**config.mk**
```make
export PLATFORM = sky130hd
export DESIGN_NAME = ffalloc_ctrl
export DESIGN_NICKNAME = d
export VERILOG_FILES = /design/src/rtl/ffalloc_pkg.sv /design/src/rtl/ffalloc_ctrl.sv
export SDC_FILE = /design/constraint.sdc
export NUM_CORES = 1
export LEC_CHECK = 0
export BUFFER_PORTS_ARGS = -buffer_cell sky130_fd_sc_hd__buf_2
export CORE_AREA = 2 2 68 77
export CTS_CLUSTER_SIZE = 16
export DETAILED_ROUTE_END_ITERATION = 8
export DIE_AREA = 0 0 70 79
export HOLD_SLACK_MARGIN = 0.02
export PLACE_DENSITY = 0.57
export SLEW_MARGIN = 20
export SYNTH_ARGS = -nofsm -noshare
export SYNTH_HDL_FRONTEND = slang
export SYNTH_SLANG_ARGS = --single-unit
```
**constraint.sdc**
```tcl
create_clock -name clock -period 2.35 [get_ports clock]
set_clock_uncertainty 0.05 [all_clocks]
set_input_delay 0.3525 -clock clock [delete_from_list [all_inputs] [get_ports clock]]
set_output_delay 0.3525 -clock clock [all_outputs]
set_load 0.02 [all_outputs]
```
**src/rtl/ffalloc_pkg.sv**
```systemverilog
`timescale 1ns / 1ps
// ----------------------------------------------------------------------------
// ffalloc_pkg: shared types and codes of the first-fit job allocator
// Item layouts, controller commands and status, and default sizes.
// ----------------------------------------------------------------------------
package ffalloc_pkg;

   // Default sizes of the tables and of the address space.
   localparam int RUN_SLOTS_DEF  = 32;
   localparam int WAIT_DEPTH_DEF = 32;
   localparam int ADDR_BITS_DEF  = 16;

   // Pool size after reset.
   localparam logic [15:0] RESET_MEM_SIZE = 16'hFFFF;

   // One input item: an optional arriving job.
   typedef struct packed {
      logic        job_arrives;
      logic [15:0] job_mem_len;
      logic [15:0] job_run_len;
   } req_type;

   // One result item, produced once per tick.
   typedef struct packed {
      logic [31:0] now_time;
      logic        placed;
      logic [15:0] placed_addr;
      logic [31:0] waited_total;
      logic [5:0]  running_count;
      logic [5:0]  waiting_count;
      logic        dropped;
   } rsp_type;

   // Datapath operation codes issued by the controller.
   typedef logic [3:0] op_code_type;

   localparam op_code_type OP_NONE       = 4'd0;
   localparam op_code_type OP_LOAD       = 4'd1;
   localparam op_code_type OP_RUN_RD     = 4'd2;
   localparam op_code_type OP_RUN_CHK    = 4'd3;
   localparam op_code_type OP_SCAN_REL   = 4'd4;
   localparam op_code_type OP_REL_APPLY  = 4'd5;
   localparam op_code_type OP_WAIT_RD    = 4'd6;
   localparam op_code_type OP_SCAN_WAIT  = 4'd7;
   localparam op_code_type OP_WAIT_APPLY = 4'd8;
   localparam op_code_type OP_ARR_CHECK  = 4'd9;
   localparam op_code_type OP_SCAN_ARR   = 4'd10;
   localparam op_code_type OP_ARR_APPLY  = 4'd11;
   localparam op_code_type OP_DONE       = 4'd12;

   // Command from controller to datapath.
   typedef struct packed {
      op_code_type op;
      logic        scan_first;  // first cycle of a free-table scan
      logic        scan_issue;  // a free-table read is issued this cycle
   } cmd_type;

   // Status from datapath to controller.
   typedef struct packed {
      logic expired;     // the running entry just read finishes now
      logic wait_nz;     // the wait queue holds at least one job
      logic seg_found;   // the last fit scan found a segment
      logic slot_found;  // the last fit scan found a free running slot
      logic arr_go;      // the arrival needs a fit scan
   } stat_type;

endpackage

```
**src/rtl/ffalloc_ctrl.sv**
```systemverilog
`timescale 1ns / 1ps
// ----------------------------------------------------------------------------
// ffalloc_ctrl: tick sequencer of the first-fit job allocator
// Walks the running table, the wait queue and the arrival through the
// datapath, one table entry per step, and steps the index through each free-table scan.
// ----------------------------------------------------------------------------
module ffalloc_ctrl #(
   parameter int RUN_SLOTS = 32
) (
   input  logic                                 clock,
   input  logic                                 reset,
   input  logic                                 start,
   output logic                                 busy,
   input  ffalloc_pkg::stat_type                stat,
   output ffalloc_pkg::cmd_type                 cmd,
   output logic [$clog2(RUN_SLOTS + 2) - 1:0]   idx
);
   import ffalloc_pkg::*;

   localparam int SEG_SLOTS = RUN_SLOTS + 1;
   localparam int IW        = $clog2(RUN_SLOTS + 2);

   localparam logic [3:0] ST_IDLE       = 4'd0;
   localparam logic [3:0] ST_RUN_RD     = 4'd1;
   localparam logic [3:0] ST_RUN_CHK    = 4'd2;
   localparam logic [3:0] ST_REL_SCAN   = 4'd3;
   localparam logic [3:0] ST_REL_APPLY  = 4'd4;
   localparam logic [3:0] ST_WAIT_TRY   = 4'd5;
   localparam logic [3:0] ST_WAIT_SCAN  = 4'd6;
   localparam logic [3:0] ST_WAIT_APPLY = 4'd7;
   localparam logic [3:0] ST_ARRIVE     = 4'd8;
   localparam logic [3:0] ST_ARR_SCAN   = 4'd9;
   localparam logic [3:0] ST_ARR_APPLY  = 4'd10;
   localparam logic [3:0] ST_DONE       = 4'd11;

   logic [3:0]    state_ff, state_in;
   logic [IW-1:0] ridx_ff, ridx_in;
   logic [IW-1:0] sidx_ff, sidx_in;
   logic          run_last;
   logic          scan_last;

   assign run_last  = (ridx_ff == IW'(RUN_SLOTS - 1));
   assign scan_last = (sidx_ff == IW'(SEG_SLOTS));
   assign busy      = (state_ff != ST_IDLE);

   // Next state and command decode.
   always_comb begin
      state_in       = state_ff;
      ridx_in        = ridx_ff;
      sidx_in        = sidx_ff;
      cmd.op         = OP_NONE;
      cmd.scan_first = (sidx_ff == '0);
      cmd.scan_issue = (sidx_ff < IW'(SEG_SLOTS));
      idx            = sidx_ff;
      unique case (state_ff)
         ST_IDLE: begin
            if (start) begin
               cmd.op   = OP_LOAD;
               ridx_in  = '0;
               state_in = ST_RUN_RD;
            end
         end
         ST_RUN_RD: begin
            cmd.op   = OP_RUN_RD;
            idx      = ridx_ff;
            state_in = ST_RUN_CHK;
         end
         ST_RUN_CHK: begin
            cmd.op = OP_RUN_CHK;
            if (stat.expired) begin
               sidx_in  = '0;
               state_in = ST_REL_SCAN;
            end else if (run_last) begin
               state_in = ST_WAIT_TRY;
            end else begin
               ridx_in  = ridx_ff + IW'(1);
               state_in = ST_RUN_RD;
            end
         end
         ST_REL_SCAN: begin
            cmd.op  = OP_SCAN_REL;
            sidx_in = sidx_ff + IW'(1);
            if (scan_last) begin
               state_in = ST_REL_APPLY;
            end
         end
         ST_REL_APPLY: begin
            cmd.op = OP_REL_APPLY;
            if (run_last) begin
               state_in = ST_WAIT_TRY;
            end else begin
               ridx_in  = ridx_ff + IW'(1);
               state_in = ST_RUN_RD;
            end
         end
         ST_WAIT_TRY: begin
            if (stat.wait_nz) begin
               cmd.op   = OP_WAIT_RD;
               sidx_in  = '0;
               state_in = ST_WAIT_SCAN;
            end else begin
               state_in = ST_ARRIVE;
            end
         end
         ST_WAIT_SCAN: begin
            cmd.op  = OP_SCAN_WAIT;
            sidx_in = sidx_ff + IW'(1);
            if (scan_last) begin
               state_in = ST_WAIT_APPLY;
            end
         end
         ST_WAIT_APPLY: begin
            cmd.op = OP_WAIT_APPLY;
            if (stat.seg_found && stat.slot_found) begin
               state_in = ST_WAIT_TRY;
            end else begin
               state_in = ST_ARRIVE;
            end
         end
         ST_ARRIVE: begin
            cmd.op = OP_ARR_CHECK;
            if (stat.arr_go) begin
               sidx_in  = '0;
               state_in = ST_ARR_SCAN;
            end else begin
               state_in = ST_DONE;
            end
         end
         ST_ARR_SCAN: begin
            cmd.op  = OP_SCAN_ARR;
            sidx_in = sidx_ff + IW'(1);
            if (scan_last) begin
               state_in = ST_ARR_APPLY;
            end
         end
         ST_ARR_APPLY: begin
            cmd.op   = OP_ARR_APPLY;
            state_in = ST_DONE;
         end
         ST_DONE: begin
            cmd.op   = OP_DONE;
            state_in = ST_IDLE;
         end
         default: begin
            state_in = ST_IDLE;
         end
      endcase
   end

   // State and counters.
   always_ff @(posedge clock) begin
      if (reset) begin
         state_ff <= ST_IDLE;
         ridx_ff  <= '0;
         sidx_ff  <= '0;
      end else begin
         state_ff <= state_in;
         ridx_ff  <= ridx_in;
         sidx_ff  <= sidx_in;
      end
   end

endmodule

```
==> impl_metrics.csv, run 1 <==
group,metric,value,unit
run_status,outcome,"complete, no violations",
clocking,clockBufferDepth,2,
min_path,min_path_cells,4,
finish,final_cell_mix,"nand2_1, buf_2, dfxtp_1",
clocking,postCtsHoldBufs,0,
placed_design,port_buffers,20,
sta,rsz0062_at_grt,"no",
grt,first_global_vias,1285,
logic_synthesis,ys_seq_area_frac,0.233,
run,max-cap-violations,0,
placed_design,dpl.hpwl,2730,microns
floorplan,fp.dieW,70,microns
clocking,cts_buffers,3,
sta,finalSetupViolCount,0,
sta,setup_tns,0,ns
sta,tightestPinTransition,0.520,ns
finish,diodes,0,
worst_setup_path,critPathTopFamily,"simple AND/OR/NAND/NOR gates",
worst_setup_path,cp-end-kind,"output pin",
min_path,min-delay-path-class,"in -> reg",
worst_setup_path,critPathKind,"reg -> out",
logic_synthesis,synth_top_cell_by_area,"dfxtp_1",
floorplan,dieArea,0.00553,sq mm
grt,grt_max_degree,26,
floorplan,start_util,0.287,
grt,grt_pass1_wl,6080,microns
clocking,cts_tree,"built",
route,drtIter0Drc,50,
logic_synthesis,avgSynthCellArea,7.83,sq um
floorplan,core,0.00480,sq mm
finish,layout_commonest_cell,"nand2_1",
finish,nFillCells,535,
grt,grtUsageTotal,0.134,
route,viasPerCell,5.45,
route,via_count,1367,
floorplan,die_h,79,microns
worst_setup_path,ff2ff_path_depth,5,
finish,area_delta_synth_final,13.7,%
route,ant_nets,0,
finish,utilization,0.327,
logic_synthesis,syn_nets,188,
route,totalWireLength,3560,microns
power,p_per_area,466,mW/mm^2
sta,post-route-period-util,0.932,
route,wl_per_cell,14.2,microns
logic_synthesis,netlist-cell-type-count,51,
floorplan,num_rows,27,
worst_setup_path,cp_data_arrival_time,1.79,ns
sta,clock.fmax,0.457,GHz
grt,grt_overflow,0,
logic_synthesis,synth-async-reset-ratio,0,
route,dr.pass1.iters,4,
logic_synthesis,syn-instance-count,176,
logic_synthesis,yosys-top-cells-area,"dfxtp_1, nand2_1, mux2_2",
logic_synthesis,synthFlopType,"dfxtp_1",
clocking,numClockSinks,16,
worst_setup_path,start_kind,"register",
sta,min_period,2.19,ns
worst_setup_path,cp_slowest_stage_delay,0.52,ns
worst_setup_path,path_cells,"nor4_4 -> mux2_2 -> buf_2",
logic_synthesis,synth-edff-count,0,
finish,finalNetCount,207,
sta,hold_viol_final,0,
worst_setup_path,cp.depth,3,
clocking,path_clk_slew,0.07,ns
worst_setup_path,slowest_stage,"nor4_4",
sta,drv_slew,0,
clocking,clockRootBuffer,"clkbuf_8",
power,ir_drop,0.191,mV
power,p_leak,0.591,nW
logic_synthesis,ys_ff_latch,16,
worst_setup_path,critical_path_buf_inv_count,1,
worst_setup_path,cp.required,1.95,ns
logic_synthesis,synth_top_area_share,0.233,
floorplan,pin_count,21,
clocking,clk-insertion-delay-late,0.25,ns
placed_design,gp_congestion,0.817,
logic_synthesis,yosys_warnings,0,
logic_synthesis,synth_area,0.00138,sq mm
worst_setup_path,worstPathMaxFanout,14,
clocking,cts_setup_buffers,0,
sta,max_slew_margin,0.653,
route,drc,0,
finish,final_layout_size_suffix_gt1_frac,0.223,
clocking,cts.htree.levels,1,
grt,antenna_found_initial,0,
[worst paths after layout]
check	startpoint	end	slack [ns]
worst max-delay path	state_ff[2]	idx[5]	0.16
worst min-delay path	stat[2]	state_ff[3]	0.42
worst max register to register	ridx_ff[0]	ridx_ff[1]	0.39
worst min register to register	ridx_ff[4]	ridx_ff[4]	0.45
[routing by layer]
layer | track usage | wire (microns)
met1 | 0.176 | 1640
met2 | 0.230 | 1770
met4 | 0.0481 | 65
met3 | 0.0114 | 84
met5 | 0 | 0
[cell type report]
class / count / area [sq um] / share of cell area
clock buffer: 3 / 41.3 / 0.0264
timing repair buffer: 26 / 145 / 0.0927
tap: 58 / 72.6 / 0.0463
multi-input combinational: 141 / 960 / 0.613
inverter: 7 / 26.3 / 0.0168
sequential: 16 / 322 / 0.205
[state kept, by name, summed over array words and instances, names as in the netlist]
register	flops
state_ff	4
ridx_ff	6
sidx_ff	6
[timing repair]
| action | CTS | global route |
|---|---|---|
| hold endpoints to repair | 0 | 0 |
| gates resized for setup | 0 | 1 |
| endpoints found under the setup margin | 0 | 2 |
[synthesized netlist by cell type, types with 4 or more instances]
| cell | number |
|---|---|
| nor2_1 | 6 |
| nand2b_1 | 5 |
| dfxtp_1 | 16 |
| nor2b_1 | 9 |
| a31oi_1 | 4 |
| mux2_2 | 5 |
| nand2_1 | 21 |
| o211ai_1 | 4 |
| nor3_1 | 6 |
| a21oi_1 | 11 |
| nand3_1 | 9 |
| o21ai_0 | 10 |
| inv_1 | 7 |
| buf_2 | 6 |
| ha_1 | 4 |
[worst min-delay path, delay by kind of cell]
kind,cells,cell delay [ns]
AND/OR/NAND/NOR,2,0.18
buffers and inverters,1,0.09
AO/OA/AOI/OAI,1,0.05
[kinds of logic (layout without fill, tap and decap cells)]
group / count (synthesis) / after routing / share of synthesized area
mux: 8 / 8 / 0.0636
xor+xnor: 1 / 1 / 0.00636
fa+ha+maj: 4 / 4 / 0.0363
simple gates: 73 / 73 / 0.301
compound gates: 55 / 55 / 0.290
buf+inv: 19 / 36 / 0.0708
flops: 16 / 16 / 0.233
[where the power goes]
part	internal, mW	switching [mW]
registers	0.280	0.0251
clock network	0.114	0.102
logic	0.0858	0.123
[metrics by stage]
step	hold slack [ns]	instances	setup slack (ns)	power (mW)	instance area, sq um
6_report	0.421	251	0.160	0.730	1570
5_1_grt	0.458	251	0.0485	0.772	1570
4_1_cts	0.425	251	0.127	0.735	1570
3_5_place_dp	0.445	248	0.342	0.521	1520
3_3_place_gp	0.441	248	0.372	0.521	1520
2_1_floorplan	0.411	176	0.439	0.467	1380
(Power assumes the default switching activity.)
==> run 2: changes to the inputs <==
CAP_MARGIN = 10   (was unset)
CORE_AREA = 2 2 65 80   (was 2 2 68 77)
DIE_AREA = 0 0 67 82   (was 0 0 70 79)
PLACE_DENSITY = 0.58   (was 0.57)
==> run 2 against run 1 <==
Effect of this change: worst hold slack lost 0.016 ns; critical path depth rose by 1; register-to-register slack better by 0.02 ns; routed wire length increased by 1.8%; global-route usage increased by 0.47 points; non-clock buffer count is the same; critical path type unchanged; worst setup slack gained 0.11 ns; largest cell class unchanged; first-iteration DRC count decreased by 38%.
==> impl_metrics.csv, run 2 (synthesis gave the netlist of run 1 again) <==
group,metric,value,unit
run_status,outcome,"complete, no violations",
clocking,postCtsHoldBufs,0,
grt,antenna_found_initial,0,
power,pwr-share-clk,0.333,
route,ant_nets,0,
power,p_comb_frac,0.275,
worst_setup_path,ff2ff_path_depth,5,
power,p_sw,261,uW
placed_design,dpl.hpwl,2780,microns
worst_setup_path,cp_data_arrival_time,1.68,ns
sta,clock.fmax,0.481,GHz
clocking,clockRootBuffer,"clkbuf_8",
min_path,min_path_cells,4,
placed_design,dpl_cell_area,0.00152,sq mm
sta,tightestPinTransition,0.433,ns
placed_design,dp_cells,249,
grt,first_global_vias,1246,
worst_setup_path,cp.required,1.95,ns
power,p_int,516,uW
floorplan,dieArea,0.00549,sq mm
power,p_total,777,uW
clocking,cts_tree,"built",
power,swShare,0.336,
min_path,min-delay-path-class,"in -> reg",
floorplan,num_rows,28,
finish,finalNetCount,207,
power,ir_drop,0.204,mV
worst_setup_path,rrSetupSlack,0.41,ns
finish,multi_input_area,960,sq um
finish,layout_commonest_cell,"nand2_1",
grt,grtUsageTotal,0.139,
sta,timing.hold.ws,0.405,ns
finish,area_delta_synth_final,14.9,%
sta,rsz0062_at_grt,"no",
floorplan,die_h,82,microns
clocking,clk-insertion-delay-late,0.26,ns
sta,hold_viol_final,0,
route,wl_per_cell,14.3,microns
grt,grt_pass1_wl,5900,microns
grt,grt_overflow,0,
worst_setup_path,worstPathMaxFanout,8,
sta,min_period,2.08,ns
sta,finalSetupViolCount,0,
finish,fin_cells,254,
sta,timing.final.ws_setup,0.271,ns
placed_design,port_buffers,20,
clocking,cts_buffers,3,
finish,utilization,0.332,
placed_design,gp_congestion,0.787,
clocking,clockBufferDepth,2,
placed_design,place_ws,0.321,ns
power,seq_power_share,0.392,
route,drtIter0Drc,31,
worst_setup_path,rr_startpoint,"ridx_ff[0]",
clocking,cts.htree.levels,1,
route,viasPerCell,5.21,
run,max-cap-violations,0,
finish,nFillCells,540,
route,totalWireLength,3630,microns
worst_setup_path,worstReg2RegEnd,"ridx_ff[1]",
floorplan,pin_count,21,
worst_setup_path,cp-endpoint,"idx[4]",
floorplan,core,0.00476,sq mm
route,drc,0,
finish,diodes,0,
clocking,numClockSinks,16,
grt,grt_max_degree,26,
route,dr.pass1.iters,4,
finish,final_cell_mix,"nand2_1, buf_2, dfxtp_1",
finish,seq_area,322,sq um
floorplan,start_util,0.289,
power,p_per_area,491,mW/mm^2
floorplan,fp.dieW,67,microns
power,p_leak,0.599,nW
sta,post-route-period-util,0.885,
worst_setup_path,critPathKind,"reg -> out",
sta,setup_tns,0,ns
worst_setup_path,cp-end-kind,"output pin",
sta,drv_slew,0,
route,via_count,1324,
clocking,path_clk_slew,0.08,ns
finish,fin_area,0.00158,sq mm
finish,final_layout_size_suffix_gt1_frac,0.227,
worst_setup_path,start_kind,"register",
worst_setup_path,startpoint,"state_ff[3]",
sta,max_slew_margin,0.709,
finish,reg.largest.list,"ridx_ff: 6 flops, sidx_ff: 6 flops, state_ff: 4 flops",
==> run 2: metal layers <==
layer  vias up  track usage  share of wire
li1        686            -              -
met3         4       0.0164          0.012
met5         -            0              0
met1       619        0.168           0.45
met4         0       0.0551         0.0099
met2        15        0.247           0.53
==> run 2: final cells by class <==
cell class / count / area share
multi-input combinational: 141 / 0.606
sequential: 16 / 0.203
timing repair buffer: 26 / 0.0917
tap: 60 / 0.0474
clock buffer: 4 / 0.0348
inverter: 7 / 0.0166
==> run 2: worst max-delay path: stages, from the launching register on <==
cell     delay, ns
dfxtp_1       0.44
nor4_4        0.30
buf_4         0.19
mux2_2        0.33
buf_2         0.16
==> run 2: worst min-delay path by stage <==
stage          startpoint     endpoint
2_1_floorplan  ridx_ff[4]   ridx_ff[4]
3_3_place_gp   ridx_ff[5]   ridx_ff[5]
3_5_place_dp   ridx_ff[5]   ridx_ff[5]
4_1_cts           stat[1]  state_ff[3]
5_1_grt             reset  state_ff[3]
6_report          stat[1]  state_ff[3]
==> run 2: power by group through the flow <==
stage,clock (mW),sequential [mW],combinational [mW]
6_report,0.259,0.305,0.214
5_1_grt,0.272,0.308,0.235
4_1_cts,0.261,0.304,0.212
3_5_place_dp,0,0.310,0.211
3_3_place_gp,0,0.309,0.210
2_1_floorplan,0,0.294,0.174
==> run 2: timing repair <==
action / 4_1_cts / 5_1_grt
endpoints found under the setup margin: 0 / 6
endpoints found under the hold margin: 0 / 0
gates resized for setup: 0 / 1
setup buffers: 0 / 1
